File: src/jmso_pkg.sv
// ----------------------------------------------------------------------------
// jmso_pkg: shared types and constants of the JPEG marker segment parser
// Holds the parser phase encoding, result status codes and marker constants.
// ----------------------------------------------------------------------------
package jmso_pkg;

  localparam int unsigned OUT_OFFSET_BITS = 32;
  localparam int unsigned STATUS_BITS     = 2;
  localparam int unsigned SKIP_BITS       = 16;

  localparam logic [7:0] MARKER_PREFIX = 8'hff;
  localparam logic [7:0] SOI_CODE      = 8'hd8;
  localparam logic [7:0] APP_FIRST     = 8'he0;
  localparam logic [7:0] APP_LAST      = 8'hef;
  localparam logic [7:0] COM_CODE      = 8'hfe;
  localparam logic [7:0] DQT_CODE      = 8'hdb;
  localparam logic [15:0] LEN_MIN      = 16'd2;

  typedef enum logic [2:0] {
    PH_SOI0 = 3'd0,
    PH_SOI1 = 3'd1,
    PH_MK0  = 3'd2,
    PH_MK1  = 3'd3,
    PH_LENH = 3'd4,
    PH_LENL = 3'd5,
    PH_SKIP = 3'd6
  } phase_e;

  typedef enum logic [STATUS_BITS-1:0] {
    ST_FOUND     = 2'd0,
    ST_NOT_JPEG  = 2'd1,
    ST_TRUNCATED = 2'd2,
    ST_BAD_LEN   = 2'd3
  } status_e;

  // Segments that carry only metadata and get skipped.
  function automatic logic is_metadata(input logic [7:0] code);
    return ((code >= APP_FIRST) && (code <= APP_LAST)) ||
           (code == COM_CODE) || (code == DQT_CODE);
  endfunction

endpackage

File: src/jpeg_metadata_skip_offset.sv
// ----------------------------------------------------------------------------
// jpeg_metadata_skip_offset: JPEG marker segment parser
// Walks marker segments of a JPEG byte stream and reports the offset of the
// first marker that is not metadata, or an error status.
// ----------------------------------------------------------------------------
// Usage:
//   Input channel: one file byte per transaction (data_byte_i, last_byte_i),
//   taken at a clock edge with in_valid_i high and in_stall_o low. The last
//   byte of each file carries last_byte_i = 1.
//   Output channel: at most one result per file (image_offset_o, status_o),
//   handed over at an edge with out_valid_o high and out_stall_i low.
//   Status: found, not JPEG, truncated, bad segment length; image_offset_o is
//   zero unless status is found.
// Timing:
//   One byte per cycle while in_stall_o is low. Each byte needs compares,
//   one 16-bit decrement and one offset increment in a single combinational
//   pass from the parser state to the result register, which is loaded at
//   the edge that takes the deciding byte; the result shows in the next cycle.
//   While a result waits under out_stall_i, in_stall_o is high and no byte
//   is taken.
// Reset:
//   rst_ni clears the parser to expect the start-of-image bytes at offset 0
//   and empties the output register. After a decision the parser drops bytes
//   up to the one marked last, then rearms for the next file.
// ----------------------------------------------------------------------------
module jpeg_metadata_skip_offset #(
  parameter int unsigned OFFSET_BITS = 32
) (
  input  logic                                 clk_i,
  input  logic                                 rst_ni,
  input  logic                                 in_valid_i,
  output logic                                 in_stall_o,
  input  logic [7:0]                           data_byte_i,
  input  logic                                 last_byte_i,
  output logic                                 out_valid_o,
  input  logic                                 out_stall_i,
  output logic [jmso_pkg::OUT_OFFSET_BITS-1:0] image_offset_o,
  output logic [jmso_pkg::STATUS_BITS-1:0]     status_o
);
  import jmso_pkg::*;

  // Parser state.
  phase_e                 phase_q, phase_d;
  logic [OFFSET_BITS-1:0] byte_pos_q, byte_pos_d;
  logic [SKIP_BITS-1:0]   skip_q, skip_d;
  logic [OFFSET_BITS-1:0] marker_pos_q, marker_pos_d;
  logic [7:0]             marker_code_q, marker_code_d;
  logic [7:0]             len_high_q, len_high_d;
  logic                   decided_q, decided_d;

  // Output register.
  logic                       out_valid_q, out_valid_d;
  logic [OUT_OFFSET_BITS-1:0] offset_q, offset_d;
  status_e                    status_q, status_d;

  logic           in_fire;
  logic           res_fire;
  logic           rearm;
  logic [15:0]    seg_len;
  logic [15:0]    skip_len;

  // Stall only while a result is held and the receiver stalls it.
  assign in_stall_o = out_valid_q & out_stall_i;
  assign in_fire    = in_valid_i & ~in_stall_o;
  assign seg_len    = {len_high_q, data_byte_i};
  assign skip_len   = seg_len - LEN_MIN;

  always_comb begin
    phase_d       = phase_q;
    byte_pos_d    = byte_pos_q;
    skip_d        = skip_q;
    marker_pos_d  = marker_pos_q;
    marker_code_d = marker_code_q;
    len_high_d    = len_high_q;
    decided_d     = decided_q;
    res_fire      = 1'b0;
    rearm         = 1'b0;
    status_d      = ST_FOUND;
    offset_d      = '0;

    if (in_fire) begin
      if (decided_q) begin
        // Drop bytes until the end of the file.
        rearm = last_byte_i;
      end else begin
        byte_pos_d = byte_pos_q + 1'b1;
        case (phase_q)
          PH_SOI0: begin
            if (data_byte_i != MARKER_PREFIX) begin
              res_fire = 1'b1;
              status_d = ST_NOT_JPEG;
            end else begin
              phase_d = PH_SOI1;
            end
          end
          PH_SOI1: begin
            if (data_byte_i != SOI_CODE) begin
              res_fire = 1'b1;
              status_d = ST_NOT_JPEG;
            end else begin
              phase_d = PH_MK0;
            end
          end
          PH_MK0: begin
            marker_pos_d  = byte_pos_q;
            marker_code_d = data_byte_i;
            phase_d       = PH_MK1;
          end
          PH_MK1: begin
            // A window without the FF prefix is skipped like a comment.
            marker_code_d = (marker_code_q == MARKER_PREFIX) ? data_byte_i : COM_CODE;
            phase_d       = PH_LENH;
          end
          PH_LENH: begin
            len_high_d = data_byte_i;
            phase_d    = PH_LENL;
          end
          PH_LENL: begin
            if (!is_metadata(marker_code_q)) begin
              res_fire = 1'b1;
              status_d = ST_FOUND;
              offset_d = OUT_OFFSET_BITS'(marker_pos_q);
            end else if (seg_len < LEN_MIN) begin
              res_fire = 1'b1;
              status_d = ST_BAD_LEN;
            end else begin
              skip_d  = skip_len;
              phase_d = (skip_len != '0) ? PH_SKIP : PH_MK0;
            end
          end
          PH_SKIP: begin
            skip_d = skip_q - 1'b1;
            if (skip_q == SKIP_BITS'(1)) begin
              phase_d = PH_MK0;
            end
          end
          default: begin
            phase_d = PH_MK0;
          end
        endcase

        if (!res_fire && last_byte_i) begin
          res_fire = 1'b1;
          status_d = ST_TRUNCATED;
        end
        if (res_fire) begin
          if (last_byte_i) begin
            rearm = 1'b1;
          end else begin
            decided_d = 1'b1;
          end
        end
      end
    end

    if (rearm) begin
      phase_d    = PH_SOI0;
      byte_pos_d = '0;
      decided_d  = 1'b0;
    end

    out_valid_d = res_fire | (out_valid_q & out_stall_i);
  end

  // Control state.
  always_ff @(posedge clk_i or negedge rst_ni) begin
    if (!rst_ni) begin
      phase_q     <= PH_SOI0;
      byte_pos_q  <= '0;
      decided_q   <= 1'b0;
      out_valid_q <= 1'b0;
    end else begin
      phase_q     <= phase_d;
      byte_pos_q  <= byte_pos_d;
      decided_q   <= decided_d;
      out_valid_q <= out_valid_d;
    end
  end

  // Segment bookkeeping; each field is written before it is read.
  always_ff @(posedge clk_i) begin
    skip_q        <= skip_d;
    marker_pos_q  <= marker_pos_d;
    marker_code_q <= marker_code_d;
    len_high_q    <= len_high_d;
  end

  // Load the result register only when a new result is produced.
  always_ff @(posedge clk_i) begin
    if (res_fire) begin
      offset_q <= offset_d;
      status_q <= status_d;
    end
  end

  assign out_valid_o    = out_valid_q;
  assign image_offset_o = offset_q;
  assign status_o       = status_q;

endmodule

File: config.mk
export PLATFORM = sky130hd
export DESIGN_NAME = jpeg_metadata_skip_offset
export DESIGN_NICKNAME = d
export VERILOG_FILES = /design/src/jmso_pkg.sv /design/src/jpeg_metadata_skip_offset.sv
export SDC_FILE = /design/constraint.sdc
export NUM_CORES = 1
export LEC_CHECK = 0
export CAP_MARGIN = 20
export CORE_AREA = 3 3 122 124
export CTS_BUF_LIST = sky130_fd_sc_hd__clkbuf_4
export DETAILED_ROUTE_END_ITERATION = 10
export DIE_AREA = 0 0 125 127
export DONT_BUFFER_PORTS = 1
export PLACE_DENSITY = 0.71
export SLEW_MARGIN = 20
export SYNTH_ARGS = -nofsm -noshare
export SYNTH_HDL_FRONTEND = slang
export SYNTH_SLANG_ARGS = --single-unit
File: constraint.sdc
create_clock -name clk_i -period 8.05 [get_ports clk_i]
set_input_delay 0 -clock clk_i [delete_from_list [all_inputs] [get_ports clk_i]]
set_output_delay 0 -clock clk_i [all_outputs]
set_load 0.01 [all_outputs]
==> run_results.csv <==
group,metric,value,unit
status,outcome,"complete, no violations",
global_route,grt_pass1_vias,4060,
synth,synth.yosys.seq_area_share,61.9,%
floorplan,ios,49,
synth,synth_common_cells,"edfxtp_1 (98), nor2_1 (54), and3_1 (37), dfrtp_1 (37), xnor2_1 (30)",
cells_and_area,fin_nets,560,
placed_design,gp_congestion,0.845,
placed_design,dp_slack,5300,ps
setup_path,end_kind,"flip-flop",
synth,synthesis.area,6250,µm²
timing,timing.setup.tns,0,ps
synth,synth_top_area_share,47.1,%
timing,period_minus_slack,3170,ps
synth,synth_nets,545,
global_route,grt_max_degree,38,
detailed_routing,vias,4174,
clocking,tritoncts,"done",
setup_path,critPathKind,"flip-flop to flip-flop",
detailed_routing,drt_iter0_drc,376,
clocking,clkSinkCount,135,
floorplan,row_count,43,
synth,synth.most_common_cell,"edfxtp_1",
clocking,cts_buffers,17,
timing,fin_ws,4880,ps
timing,fmax,315,MHz
clocking,cts.reportedPaths.clkPinSlew,120,ps
detailed_routing,totalWireLength,12800,µm
detailed_routing,drtPass1Iterations,5,
power_and_ir_drop,p_leak,2.49,nW
worst_hold_path,worst_hold_path_type,"input port to flip-flop",
detailed_routing,post_drt_via_cell_ratio,5.66,
timing,rsz0062_at_grt,"no",
clocking,cts_buffer_depth,2,
synth,ys_warn_count,0,
placed_design,dp_hpwl,8080,µm
global_route,grt_usage,16.5,%
setup_path,worstPathRequired,8540,ps
synth,synth_ff_type,"edfxtp_1",
floorplan,fp.dieArea,15900,µm²
timing,post-route-period-util,39.4,%
cells_and_area,drive_gt1_share,8.09,%
clocking,cts_max_level,4,
timing,relSlewSlack,32.3,%
timing,finalSetupViolations,0,
synth,ys_types,60,
timing,hold_viol_final,0,
detailed_routing,drc,0,
global_route,overflow,0,
clocking,post_cts_resized,0,
floorplan,start_util,45.0,%
setup_path,start_kind,"flip-flop",
detailed_routing,ant_nets,0,
clocking,root_buffer,"clkbuf_4",
clocking,cts_setup_buffers,0,
timing,holdWs,47.7,ps
synth,synth_area_leader_cell,"edfxtp_1",
synth,synth_edf_count,98,
timing,tightest_slew,1020,ps
job,cap_viol_max_count,0,
global_route,antenna_found_initial,1,
setup_path,critPathMaxFanout,6,
synth,ys_seq_elements,135,
clocking,worstSkewPairLatency,550,ps
synth,syn_avg_cell_area,11.8,µm²
floorplan,dieWidth,125,µm
placed_design,place.port_buffers,0,
synth,async_flop_share,27.4,%
detailed_routing,wl_per_cell,17.3,µm
cells_and_area,syn2layout_area_growth,11.1,%
global_route,grt_first_pass_wirelength,21000,µm
power_and_ir_drop,peakVddDrop,0.0989,mV
floorplan,core,13900,µm²
power_and_ir_drop,powerDensity,196,nW/µm²
synth,yosys-top-cells-area,"edfxtp_1 (47%), dfrtp_1 (15%), xnor2_1 (4.2%), and3_1 (3.7%), nor2_1 (3.2%)",
timing,finClkSkew,18.7,ps
floorplan,die_y,127,µm
setup_path,crit_arrival,3670,ps
synth,netlist_instances,528,
timing,maxSlewViolCount,0,
## stage by stage
stage	cell area [µm²]	utilization, %	instances	power (mW)
3_5_place_dp	6420	46.2	686	0.849
5_1_grt	6950	50.1	737	1.41
6_report	6950	50.1	737	1.36
2_1_floorplan	6250	-	528	0.833
3_3_place_gp	6420	46.2	686	0.846
4_1_cts	6950	50.0	736	1.37
## cells by family (layout without fill, tap and decap cells)
group,Yosys count,after routing,synth area share (%)
AOI/OAI and AO/OA,57,57,5.98
xor gates and xnor gates,50,50,7.00
adders and majority gates,4,4,0.801
buffers and inverters,47,75,2.84
DFF,135,135,61.9
muxes,6,6,0.961
other,0,1,0
and+or+nand+nor,229,229,20.5
## registers in the layout, summed over array words and instances (netlist names)
register / count
status_o: 2
len_high_q: 8
marker_pos_q: 32
marker_code_q: 8
phase_q: 3
decided_q: 1
out_valid_o: 1
byte_pos_q: 32
image_offset_o: 32
skip_q: 16
## cell usage in the layout, fill, tap and decap left out, types with 9 or more instances in the layout
master         instances
edfxtp_1              98
nor2_1                54
and3_1                37
dfrtp_1               37
xnor2_1               30
nand2_1               23
inv_1                 21
xor2_1                20
clkbuf_4              17
nor3_1                16
dlygate4sd3_1         16
nand3_1               15
nor4_1                15
nand4_1               15
a21oi_1               14
o21ai_0               12
nand2b_1               9
## worst max-delay path: stages (launching register included)
cell           delay (ps)
edfxtp_1              460
nor2_1                340
nand3_1               260
or3_4                 490
a311o_1               320
dlygate4sd3_1         570
a21oi_2               130
dlygate4sd3_1         550
## metal layers
layer  GRT usage, %  share of wire, %
met5              0                 0
met2           26.4                48
met3           4.81               5.4
met1           21.4                44
met4           6.70               2.7
## area by class of cell
class	instances	area, µm²
Antenna cell	1	2.50
Clock buffer	17	128
Clock inverter	15	199
Fill cell	1190	6930
Inverter	21	78.8
Multi-Input combinational cell	346	2220
Sequential cell	135	3870
Tap cell	180	225
Timing Repair Buffer	22	230
## path summary, 6_finish.rpt
| path | from | cells after the start | slack [ps] | endpoint |
|---|---|---|---|---|
| setup / recovery | len_high_q[0] | 7 | 4880 | decided_q |
| hold / removal | data_byte_i[1] | 5 | 50 | phase_q[2] |
| hold reg to reg | byte_pos_q[31] | 0 | 480 | marker_pos_q[31] |
| max in group asynchronous | rst_ni | 4 | 7330 | byte_pos_q[20] |
| setup reg to reg | len_high_q[0] | 7 | 4880 | decided_q |
| min in group asynchronous | rst_ni | 4 | 510 | byte_pos_q[8] |
## repair_timing
item / CTS / global route
setup endpoints to repair: 0 / 0
hold endpoints to repair: 95 / 0
hold buffers: 18 / 0
## where the power goes
group,internal (mW),leakage [nW],switching (mW)
registers,0.763,1.36,0.0199
logic,0.0278,0.956,0.0437
clock network,0.249,0.175,0.257
Power figures use the tool's default switching activity.
